[config.mk]
export PLATFORM = sky130hd
export DESIGN_NAME = spr_front
export DESIGN_NICKNAME = d
export VERILOG_FILES = /design/src/spr_pkg.sv /design/src/spr_front.sv
export SDC_FILE = /design/constraint.sdc
export NUM_CORES = 1
export LEC_CHECK = 0
export BUFFER_PORTS_ARGS = -buffer_cell sky130_fd_sc_hd__buf_2
export CAP_MARGIN = 15
export CORE_ASPECT_RATIO = 0.8
export CORE_MARGIN = 4
export CORE_UTILIZATION = 54
export CTS_CLUSTER_DIAMETER = 40
export DETAILED_ROUTE_END_ITERATION = 10
export GPL_ROUTABILITY_DRIVEN = 0
export PLACE_DENSITY = 0.92
export SLEW_MARGIN = 20
export SYNTH_ARGS = -nofsm -noshare
export SYNTH_HDL_FRONTEND = slang
export SYNTH_SLANG_ARGS = --single-unit
[constraint.sdc]
create_clock -name clk -period 5.3 [get_ports clk]
set_input_delay 0.53 -clock clk [delete_from_list [all_inputs] [get_ports clk]]
set_output_delay 0.53 -clock clk [all_outputs]
set_load 0.005 [all_outputs]
[src/spr_pkg.sv]
// ----------------------------------------------------------------------------
// spr_pkg
// Shared types, sizes and codes of the slot packet ring FIFO.
// ----------------------------------------------------------------------------
package spr_pkg;

	// Ring geometry
	localparam int SLOTS      = 16;
	localparam int SLOT_BYTES = 64;
	localparam int SLOT_W     = (SLOTS > 1) ? $clog2(SLOTS) : 1;
	localparam int BYTE_W     = (SLOT_BYTES > 1) ? $clog2(SLOT_BYTES) : 1;
	localparam int ADDR_W     = $clog2(SLOTS * SLOT_BYTES);
	localparam int CNT_W      = $clog2(SLOTS + 1);

	// Field widths
	localparam int LEN_W  = 7;
	localparam int BYTE_D = 8;
	localparam int FLAG_W = 8;
	localparam int FD_W   = 16;
	localparam int META_W = LEN_W + FLAG_W;

	// Command queue between front and back
	localparam int QDEPTH = 2;
	localparam int QPTR_W = 1;
	localparam int QCNT_W = 2;

	// Input op codes
	localparam logic [1:0] OP_WRITE = 2'd0;
	localparam logic [1:0] OP_READ  = 2'd1;
	localparam logic [1:0] OP_PEEK  = 2'd2;

	// Result status codes
	localparam logic [1:0] ST_OK        = 2'd0;
	localparam logic [1:0] ST_DROP_FULL = 2'd1;
	localparam logic [1:0] ST_DROP_SIZE = 2'd2;
	localparam logic [1:0] ST_EMPTY     = 2'd3;

	typedef enum logic [1:0] {
		CMD_WRITE,
		CMD_READ,
		CMD_PEEK
	} cmd_kind_t;

	typedef enum logic [1:0] {
		DROP_NONE,
		DROP_FULL,
		DROP_SIZE
	} drop_t;

	typedef enum logic [1:0] {
		BK_IDLE,
		BK_META,
		BK_RD_REQ,
		BK_RD_DATA
	} back_state_t;

	typedef struct packed {
		cmd_kind_t          kind;
		logic [BYTE_D-1:0]  data;
		logic [FLAG_W-1:0]  flags;
		logic               last;
	} cmd_t;

	// Queue handshake toward the back end
	typedef struct packed {
		logic valid;
		cmd_t cmd;
	} queue_head_t;

	typedef struct packed {
		logic [BYTE_D-1:0] out_byte;
		logic [LEN_W-1:0]  length;
		logic [FLAG_W-1:0] out_flags;
		logic [1:0]        status;
		logic              end_of_run;
		logic [FD_W-1:0]   full_drops;
	} result_t;

	// Payload address of a byte within a slot
	function automatic logic [ADDR_W-1:0] slot_addr(input logic [SLOT_W-1:0] s,
			input logic [BYTE_W-1:0] b);
		return ADDR_W'(s) * ADDR_W'(SLOT_BYTES) + ADDR_W'(b);
	endfunction

endpackage

[src/spr_front.sv]
// ----------------------------------------------------------------------------
// spr_front
// Accepts input items, classifies the op and queues commands for the back end.
// ----------------------------------------------------------------------------
module spr_front (
	input  logic                      clk,
	input  logic                      arst_n,
	input  logic                      in_valid,
	output logic                      in_stall,
	input  logic [1:0]                op,
	input  logic [spr_pkg::BYTE_D-1:0] data_byte,
	input  logic [spr_pkg::FLAG_W-1:0] pkt_flags,
	input  logic                      last,
	output spr_pkg::queue_head_t      head,
	input  logic                      pop
);
	import spr_pkg::*;

	cmd_t              ent_q [QDEPTH];
	logic [QPTR_W-1:0] wptr_q;
	logic [QPTR_W-1:0] rptr_q;
	logic [QCNT_W-1:0] cnt_q;
	cmd_t              cmd;
	logic              known;
	logic              accept;
	logic              push;
	logic              do_pop;

	// Classify the op; the undefined code is accepted and dropped
	always_comb begin
		cmd.data  = data_byte;
		cmd.flags = pkt_flags;
		cmd.last  = last;
		known     = 1'b1;
		unique case (op)
			OP_WRITE: cmd.kind = CMD_WRITE;
			OP_READ:  cmd.kind = CMD_READ;
			OP_PEEK:  cmd.kind = CMD_PEEK;
			default: begin
				cmd.kind = CMD_WRITE;
				known    = 1'b0;
			end
		endcase
	end

	assign in_stall   = (cnt_q == QCNT_W'(QDEPTH));
	assign accept     = in_valid && !in_stall;
	assign push       = accept && known;
	assign head.valid = (cnt_q != '0);
	assign head.cmd   = ent_q[rptr_q];
	assign do_pop     = pop && head.valid;

	// Store queued commands
	always_ff @(posedge clk) begin
		if (push) begin
			ent_q[wptr_q] <= cmd;
		end
	end

	// Advance pointers and fill count
	always_ff @(posedge clk or negedge arst_n) begin
		if (!arst_n) begin
			wptr_q <= '0;
			rptr_q <= '0;
			cnt_q  <= '0;
		end else begin
			if (push) begin
				wptr_q <= (wptr_q == QPTR_W'(QDEPTH - 1)) ? '0 : wptr_q + 1'b1;
			end
			if (do_pop) begin
				rptr_q <= (rptr_q == QPTR_W'(QDEPTH - 1)) ? '0 : rptr_q + 1'b1;
			end
			if (push && !do_pop) begin
				cnt_q <= cnt_q + 1'b1;
			end else if (!push && do_pop) begin
				cnt_q <= cnt_q - 1'b1;
			end
		end
	end

	a_cnt_bound: assert property (@(posedge clk) disable iff (!arst_n)
		cnt_q <= QCNT_W'(QDEPTH))
		else $error("command queue overfilled");

	a_full_no_push: assert property (@(posedge clk) disable iff (!arst_n)
		(cnt_q == QCNT_W'(QDEPTH)) && !do_pop |=> (cnt_q == QCNT_W'(QDEPTH)))
		else $error("command queue lost an entry while full");

	a_pop_nonempty: assert property (@(posedge clk) disable iff (!arst_n)
		(cnt_q == '0) |-> !do_pop)
		else $error("pop from empty command queue");

endmodule

==> summary.md, run 1 <==
| Metric | Value |
|---|---|
| Status | `finished clean` |
| Post-synthesis cell type count | `15` |
| Die X | `between 60 and 70 µm` |
| Clk_lat worst skew | `between 200 and 300 ps` |
| DP HPWL | `approximately 1.7 mm` |
| Layout cell share with drive strength beyond 1 | `about three fifths` |
| Initial antenna violation count | `0` |
| CP required | `approximately 4800 ps` |
| Crit Path Class | `reg -> out` |
| Synth Register Bits | `between 40 and 50` |
| CP endpoint kind | `primary output` |
| CP Launch Type | `flop` |
| Filler Cells Inserted | `217` |
| Worst flop-to-flop path startpoint | `cnt_q[1]$_DFFE_PN0P_` |
| Clock Skew | `7.555 ps` |
| Drt wl/cell | `14.29 µm` |
| Reg clk slew, reported paths | `roughly 70 ps` |
| Synthesized area | `1610 µm²` |
| Reg-to-Reg End | `ent_q[0][11]$_DFFE_PP_` |
| Syn nets | `105` |
| Largest net degree at the start of global routing | `21` |
| Max Cap Viol | `0` |
| GRT met3 Usage | `around 7.3%` |
| Yosys top cell by area | `edfxtp_1` |
| Syn Area/Cell | `approximately 20 µm²` |
| Syn Inst Count | `81` |
| Most frequent cells in the layout | `buf_2 (43), edfxtp_1 (38), mux2_2 (19)` |
| Part of the cycle the worst path needs | `42.61%` |
| Initial core utilization | `around 57%` |
| DR iter-0 viols | `17` |
| Hold buffer count at CTS | `0` |
| Ranking of synthesized cells by area | `edfxtp_1 (71%), mux2_2 (13%), dfrtp_1 (6.2%)` |
| Root Buffer | `clkbuf_8` |
| Die Y | `56.84 µm` |
| Total core area | `roughly 2800 µm²` |
| Final Critical Period | `between 2000 and 2500 ps` |
| Max Fclk | `442.8 MHz` |
| Post-synthesis sequential area ratio | `77.08%` |
| Max-slew headroom | `37.15%` |
| Leak | `0.7602 nW` |
| Hold crit path type | `in -> async` |
| CTS tree | `yes` |
| Final Hold Viols | `0` |
| Met1 usage | `about 14%` |
| Filler-free cell count of the finished design | `168` |
| Worst reg-to-reg setup slack | `3440 ps` |
| Fin. max-slew vios | `0` |
| Post-cts resize count | `0` |
| Sequential standard cell area | `1241 µm²` |
| Cell count of the worst reg-to-reg path | `3` |
| P per Cell Area | `483.6 nW/µm²` |
| Post-Route WL | `2.400 mm` |
| Vias | `816` |
| I/O pin total | `44` |
| Postcts setup bufs | `0` |
| Total track usage | `13.15%` |
| # clock sinks | `between 40 and 50` |
| Remaining global-route overflow | `0` |
| Ys Warns | `0` |
| Vias in the first global route | `843` |
| PortBufs | `43` |
| CTS Buffer Depth | `2` |
| Row count | `17` |
| Multi-input logic area | `351.6 µm²` |
| DRC | `0` |
| Final nets | `153` |
| Synth top area share | `a little under three quarters` |
| CP arrival | `1730 ps` |
| Final setup viols | `0` |
| Clock buffer count from CTS | `5` |
| GRT busiest layer | `met2` |
| Setup TNS | `0 ps` |
| Antenna cells | `0` |
| Global-route wire length before repair | `approximately 3.8 mm` |
| RSZ-0062 raised after global routing | `no` |
| Inst Count DP | `160` |
| P&R area growth vs syn | `21.29%` |
| Vias per cell | `4.857` |
| Met2 GRT Util | `21.06%` |
| H-tree level count | `2` |
| Worst vdd ir | `0.0003066 V` |
| Antenna Violating Nets Remaining | `0` |
| 1st-pass router iterations | `4` |
| CP Max Fanout | `20` |
| Slew @ Worst Pin | `941.7 ps` |
| Commonest non-fill, non-tap cell in the layout | `buf_2` |
| Die ar. | `approximately 3900 µm²` |
## cell usage after synthesis, drive strengths merged
cell	instances
edfxtp	38
mux2	19
dfrtp	4
nor2	3
nor2b	3
xnor2	3
buf	2
inv	2
nand2	2
xor2	2
ha	1
nand3b	1
or2	1
## power breakdown
part | total (mW) | switching (mW) | internal (mW)
sequential | 0.494 | 0.0539 | 0.440
combinational | 0.256 | 0.106 | 0.151
clock | 0.194 | 0.102 | 0.0922
total | 0.944 | 0.262 | 0.683
## sequential cells by signal (all words and copies together), names as in the netlist
name    count
cnt_q       2
ent_q      38
wptr_q      1
rptr_q      1
## logic make-up (layout without fill, tap and decap cells)
family,Yosys count,after routing,synth area share (%)
DFF,42,42,77.08
adders and majority gates,1,1,0.7769
and+or+nand+nor,10,10,4.740
xor gates and xnor gates,5,5,2.720
buffers and inverters,4,53,1.399
muxes,19,19,13.29
## metal layers
layer | vias to the layer above | part of all wire, %
li1 | 396 | -
met1 | 382 | 41
met2 | 32 | 48
met3 | 6 | 9.1
met4 | 0 | 1.8
met5 | - | 0
## layout make-up
type | instances | area share, %
Clock buffer | 5 | 3.523
Clock inverter | 3 | 1.089
Tap cell | 38 | 2.434
Inverter | 2 | 0.3844
Timing Repair Buffer | 43 | 11.02
Sequential cell | 42 | 63.55
Multi-Input combinational cell | 35 | 18.00
## through the flow
stage          power (mW)  hold WS (ps)  worst slack, ps  instance area, µm²  utilization [%]
2_1_floorplan      0.6624         234.4             3360                1610                -
3_3_place_gp       0.7491         341.9             3349                1863            66.35
3_5_place_dp       0.7623         346.4             3306                1863            66.35
4_1_cts            0.9572         27.41             3012                1953            69.56
5_1_grt             1.001         20.71             2944                1953            69.56
6_report           0.9445         37.17             3041                1953            69.56
## how the worst max path moves through the flow
stage                             startpoint                    end  slack (ps)  cells after the start
after global placement                 op[1]  ent_q[0][0]$_DFFE_PP_        3350                      4
after detailed placement               op[1]  ent_q[0][5]$_DFFE_PP_        3310                      4
after CTS                 rptr_q$_DFFE_PN0P_                head[4]        3010                      2
after floorplan                        op[1]  ent_q[1][0]$_DFFE_PP_        3360                      3
after global routing      rptr_q$_DFFE_PN0P_               head[15]        2940                      2
final                     rptr_q$_DFFE_PN0P_                head[6]        3040                      2
## worst max-delay path, cell delays in order (launching register included)
cell     delay [ps]
dfrtp_1         880
mux2_2          430
buf_2           130
Power figures use the tool's default switching activity.
==> inputs of run 2 (changes only) <==
- CORE_UTILIZATION: 54 -> 51
- PLACE_DENSITY: 0.92 -> 0.88
- clock period: 5.3 -> 2.15 ns (I/O delays scaled with it)
==> run 2 against run 1 <==
  * Largest power group unchanged
  * Via count rose by 1.2%
  * Design area grew 2.7%
  * Setup slack lost 2500 ps
  * Routed wire length rose by 6.5%
  * Non-clock buffer count up 4
  * Worst hold slack gained 72 ps
  * Final cell count rose by 2.4%
  * Combinational power increased to 2.9 times the previous value
  * Die area is 5.1% higher
  * Power increased to 2.6 times the previous value
  * Sequential share of layout area fell by 1.7 points
  * Clock skew rose by 1.0 ps
==> summary.md, run 2 (same netlist as run 1, synthesis figures left out) <==
| Metric | Value |
|---|---|
| Status | `finished clean` |
| CTS Buffer Depth | `2` |
| Worst flop-to-flop path startpoint | `cnt_q[0]$_DFFE_PN0P_` |
| Largest net degree at the start of global routing | `20` |
| Die Y | `between 50 and 60 µm` |
| Worst-path cell chain | `buf_4, mux2_2, buf_2` |
| Part of the cycle the worst path needs | `between 70% and 80%` |
| Reg clk slew, reported paths | `80 ps` |
| Layout cell share with drive strength beyond 1 | `58.21%` |
| Final Hold Viols | `0` |
| Max Fclk | `608.9 MHz` |
| Row count | `17` |
| Inst Count DP | `163` |
| P&R area growth vs syn | `24.55%` |
| Fin. max-slew vios | `0` |
| CP arrival | `1430 ps` |
| Initial antenna violation count | `0` |
| CTS tree | `yes` |
| Global-route wire length before repair | `4.153 mm` |
| 1st-pass router iterations | `3` |
| Final nets | `approximately 160` |
| Remaining global-route overflow | `0` |
| Crit-path slowest cell | `mux2_2` |
| Worst vdd ir | `0.0007071 V` |
| H-tree level count | `2` |
| DRC | `0` |
| Vias per cell | `4.802` |
| Total track usage | `13.87%` |
| Clock buffer count from CTS | `5` |
| Origin of the worst min-delay path | `pkt_flags[2]` |
| Post-route cell area | `2006 µm²` |
| Clock Skew | `roughly 8.6 ps` |
| Die ar. | `a little over 4000 µm²` |
| Max-slew headroom | `82.70%` |
| Biggest register | `ent_q` |
| Worst path max stage delay | `~380 ps` |
| # clock sinks | `42` |
| Largest register FFs | `38` |
| Max Cap Viol | `0` |
| Final Critical Period | `1642 ps` |
| CP endpoint kind | `primary output` |
| Most frequent cells in the layout | `buf_2 (43), edfxtp_1 (38), mux2_2 (19)` |
| CP Launch Type | `flop` |
| Initial core utilization | `between 50% and 60%` |
| CP top delay family | `buffers and inverters` |
| Vias in the first global route | `887` |
| Die X | `around 70 µm` |
| Final setup viols | `0` |
| P per Cell Area | `1232 nW/µm²` |
| RSZ-0062 raised after global routing | `no` |
| Total core area | `2893 µm²` |
| Antenna cells | `0` |
| Worst reg-to-reg setup slack | `630 ps` |
| Setup TNS | `0 ps` |
| I/O pin total | `44` |
| Antenna Violating Nets Remaining | `0` |
| CP bufs+invs | `2` |
| Root Buffer | `clkbuf_8` |
| Vias | `826` |
| Filler-free cell count of the finished design | `172` |
| Hold_ws | `109.6 ps` |
| Hold crit path type | `in -> reg` |
| Largest registers | `ent_q: 38 flops, cnt_q: 2 flops` |
| Filler Cells Inserted | `209` |
| CP required | `1930 ps` |
| DP HPWL | `around 1.8 mm` |
| Crit Path Class | `reg -> out` |
| Postcts setup bufs | `0` |
| DR iter-0 viols | `44` |
| PortBufs | `43` |
| Post-Route WL | `2.555 mm` |
| Leak | `0.7870 nW` |
| Crit path from | `rptr_q$_DFFE_PN0P_` |
| CP Max Fanout | `19` |
| Drt wl/cell | `roughly 15 µm` |
| Clk_lat worst skew | `290 ps` |
| Slew @ Worst Pin | `259.6 ps` |
| Commonest non-fill, non-tap cell in the layout | `buf_2` |
| Post-DP Area | `around 1900 µm²` |
-- run 2: changes by cell type in the layout (fill, tap and decap cells not counted) --
cell	delta
buf_4	+3
dlygate4sd3_1	+1
clkbuf_1	+1
clkinv_4	-1
clkinv_2	-1
bufinv_16	+1
-- run 2: final cells by class --
class | instances | area, µm² | share of cell area [%]
clock inverter | 2 | 37.54 | 1.871
tap | 38 | 47.55 | 2.371
clock buffer | 6 | 72.57 | 3.618
inverter | 2 | 7.507 | 0.3743
sequential | 42 | 1241 | 61.88
timing repair buffer | 47 | 247.7 | 12.35
multi-input combinational | 35 | 351.6 | 17.53
-- run 2: final timing paths --
check                                        end  cells past startpoint
max                                     head[11]                      3
min                        ent_q[0][3]$_DFFE_PP_                      1
max reg2reg                 cnt_q[1]$_DFFE_PN0P_                      6
min reg2reg                   rptr_q$_DFFE_PN0P_                      1
max in group asynchronous     rptr_q$_DFFE_PN0P_                      2
min in group asynchronous     wptr_q$_DFFE_PN0P_                      2
-- run 2: metrics by stage --
step	setup slack, ps	util, %	power [mW]
after floorplan	215.7	-	1.633
after global placement	747.5	65.18	1.875
after detailed placement	644.0	65.18	1.917
after CTS	477.7	69.33	2.511
after global routing	417.4	69.33	2.633
final	507.6	69.33	2.471
-- run 2: power breakdown --
group	internal (mW)	switching, mW	leakage, nW	total, mW
clock	0.346	0.239	0.0514	0.585
sequential	1.08	0.0711	0.398	1.15
combinational	0.395	0.338	0.338	0.732
total	1.82	0.647	0.787	2.47
-- run 2: routing by layer --
| layer | wire, µm | GRT usage [%] | part of all wire [%] |
|---|---|---|---|
| met1 | 980 | 16.17 | 38 |
| met2 | 1318 | 21.53 | 52 |
| met3 | 195 | 5.546 | 7.6 |
| met4 | 61 | 8.847 | 2.4 |
| met5 | 0 | 0 | 0 |
-- run 2: what timing repair did --
item / in CTS / in global routing
hold endpoints to repair: 4 / 0
hold buffers: 1 / 0
setup endpoints to repair: 0 / 0
gates resized for setup: 0 / 0
==> inputs of run 3 (changes only) <==
- clock period: 2.15 -> 1.6 ns (I/O delays scaled with it)
==> run 3 against run 2 <==
  * Design area rose by 0.25%
  * Highest routed layer unchanged
  * Sequential share of layout area fell by 0.092 points
  * Die area did not move
  * First-iteration DRC count fell by 25%
==> summary.md, run 3 (same netlist as run 1, synthesis figures left out) <==
| Metric | Value |
|---|---|
| Fin. max-slew vios | `0` |
| Clock Skew | `slightly above 5 ps` |
| CP Max Fanout | `16` |
| Final Hold Viols | `0` |
| Final Critical Period | `1541 ps` |
| CP endpoint kind | `primary output` |
| Combinational Power Share | `31.5%` |
| Antenna cells | `0` |
| Part of the cycle the worst path needs | `96.34%` |
| Die Y | `58.26 µm` |
| Cell count of the worst reg-to-reg path | `7` |
| Sequential standard cell area | `between 1000 and 1500 µm²` |
| Max Fclk | `648.7 MHz` |
| P per Cell Area | `between 1500 and 2000 nW/µm²` |
| # clock sinks | `42` |
| Vias | `840` |
| CP Launch Type | `flop` |
| Final nets | `159` |
| Final setup viols | `0` |
| Die ar. | `4126 µm²` |
| P&R area growth vs syn | `24.86%` |
| Global-route wire length before repair | `4.084 mm` |
| Worst path max stage delay | `450 ps` |
| CP required | `1440 ps` |
| Clock buffer count from CTS | `5` |
| Antenna Violating Nets Remaining | `0` |
| Hold crit path type | `in -> reg` |
| Remaining global-route overflow | `0` |
| Commonest non-fill, non-tap cell in the layout | `buf_2` |
| H-tree level count | `2` |
| CP arrival | `1380 ps` |
| Clock power share | `20.0%` |
| Crit-path slowest cell | `dfrtp_2` |
| Worst-path cell chain | `buf_12, mux2_2, buf_2` |
| CP top delay family | `flip-flops` |
| CTS Buffer Depth | `2` |
| Filler Cells Inserted | `~210` |
| Row count | `17` |
| Slew @ Worst Pin | `177.4 ps` |
| Sequential power share | `around half` |
| Max-slew headroom | `88.17%` |
| Hold_ws | `roughly 56 ps` |
| Worst reg-to-reg setup slack | `roughly 100 ps` |
| DR iter-0 viols | `33` |
| Total track usage | `13.31%` |
| Largest registers | `ent_q: 38 flops, cnt_q: 2 flops` |
| Final Util | `69.51%` |
| Total core area | `2893 µm²` |
| DP HPWL | `1.755 mm` |
| Layout cell share with drive strength beyond 1 | `59.56%` |
| Initial core utilization | `a little under three fifths` |
| 1st-pass router iterations | `4` |
| I/O pin total | `44` |
| Root Buffer | `clkbuf_8` |
| Vias per cell | `4.828` |
| Post-Route WL | `2.427 mm` |
| Multi-input logic area | `351.6 µm²` |
| Hold depth | `1` |
| Most frequent cells in the layout | `buf_2 (43), edfxtp_1 (38), mux2_2 (19)` |
| Crit Path Class | `reg -> out` |
| Drt wl/cell | `about 14 µm` |
| DRC | `0` |
| Switching share of total power | `27.28%` |
| Max Cap Viol | `0` |
| Status | `finished clean` |
| Initial antenna violation count | `0` |
| Reg clk slew, reported paths | `~70 ps` |
| Die X | `70.83 µm` |
| Reg-to-Reg End | `cnt_q[1]$_DFFE_PN0P_` |
| NetSw | `0.8790 mW` |
| Internal power | `2.343 mW` |
| Vias in the first global route | `916` |
| Biggest register | `ent_q` |
| Largest register FFs | `38` |
| Worst flop-to-flop path startpoint | `cnt_q[0]$_DFFE_PN0P_` |
| RSZ-0062 raised after global routing | `no` |
| CP bufs+invs | `2` |
| Leak | `0.7949 nW` |
| Origin of the worst min-delay path | `pkt_flags[2]` |
| PortBufs | `43` |
| Worst Hold End | `ent_q[0][3]$_DFFE_PP_` |
| Largest net degree at the start of global routing | `17` |
| Worst vdd ir | `0.001114 V` |
| Clk_lat worst skew | `290 ps` |
| CTS tree | `yes` |
[run 3: repair_timing]
action                                  in CTS  in global routing
endpoints found under the setup margin      16                  0
resized for setup                            1                  0
hold buffers                                 1                  0
hold endpoints to repair                     4                  0
setup buffers                                0                  0
[run 3: how the worst max path moves through the flow]
stage	to	slack, ps	cells past startpoint	from
after floorplan	ent_q[0][0]$_DFFE_PP_	-30	3	cnt_q[1]$_DFFE_PN0P_
after CTS	head[1]	60	3	rptr_q$_DFFE_PN0P_
after global routing	head[16]	0.2	3	rptr_q$_DFFE_PN0P_
after detailed placement	cnt_q[1]$_DFFE_PN0P_	100	7	cnt_q[0]$_DFFE_PN0P_
after global placement	cnt_q[1]$_DFFE_PN0P_	190	7	cnt_q[0]$_DFFE_PN0P_
final	head[7]	60	3	rptr_q$_DFFE_PN0P_
[run 3: final cells by class]
| cell class | instances | share of cell area [%] |
|---|---|---|
| multi-input combinational | 35 | 17.49 |
| clock buffer | 6 | 3.609 |
| inverter | 2 | 0.3734 |
| timing repair buffer | 49 | 13.69 |
| tap | 38 | 2.365 |
| clock inverter | 2 | 0.6845 |
| sequential | 42 | 61.79 |
[run 3: power by group through the flow]
stage / sequential (mW) / combinational, mW / clock [mW]
3_3_place_gp: 1.57 / 1.01 / 0
6_report: 1.56 / 1.01 / 0.644
5_1_grt: 1.59 / 1.11 / 0.727
4_1_cts: 1.57 / 1.03 / 0.667
3_5_place_dp: 1.59 / 1.02 / 0
2_1_floorplan: 1.54 / 0.659 / 0
[run 3: metal layers]
layer	vias to the layer above	global-route usage, %	wire, µm
met5	-	0	0
met4	0	4.826	27
met3	3	6.066	236
met2	33	22.59	1194
met1	393	14.91	968
li1	411	-	-
[run 3: stage by stage]
step | setup TNS, ps | power (mW) | setup WS (ps) | instance area (µm²) | instances
after CTS | 0 | 3.265 | 56.17 | 2011 | 174
final | 0 | 3.222 | 58.50 | 2011 | 174
after global placement | 0 | 2.584 | 193.8 | 1913 | 165
after floorplan | -1134 | 2.201 | -29.85 | 1615 | 81
after global routing | 0 | 3.424 | 0.1742 | 2011 | 174
after detailed placement | 0 | 2.610 | 95.84 | 1913 | 165
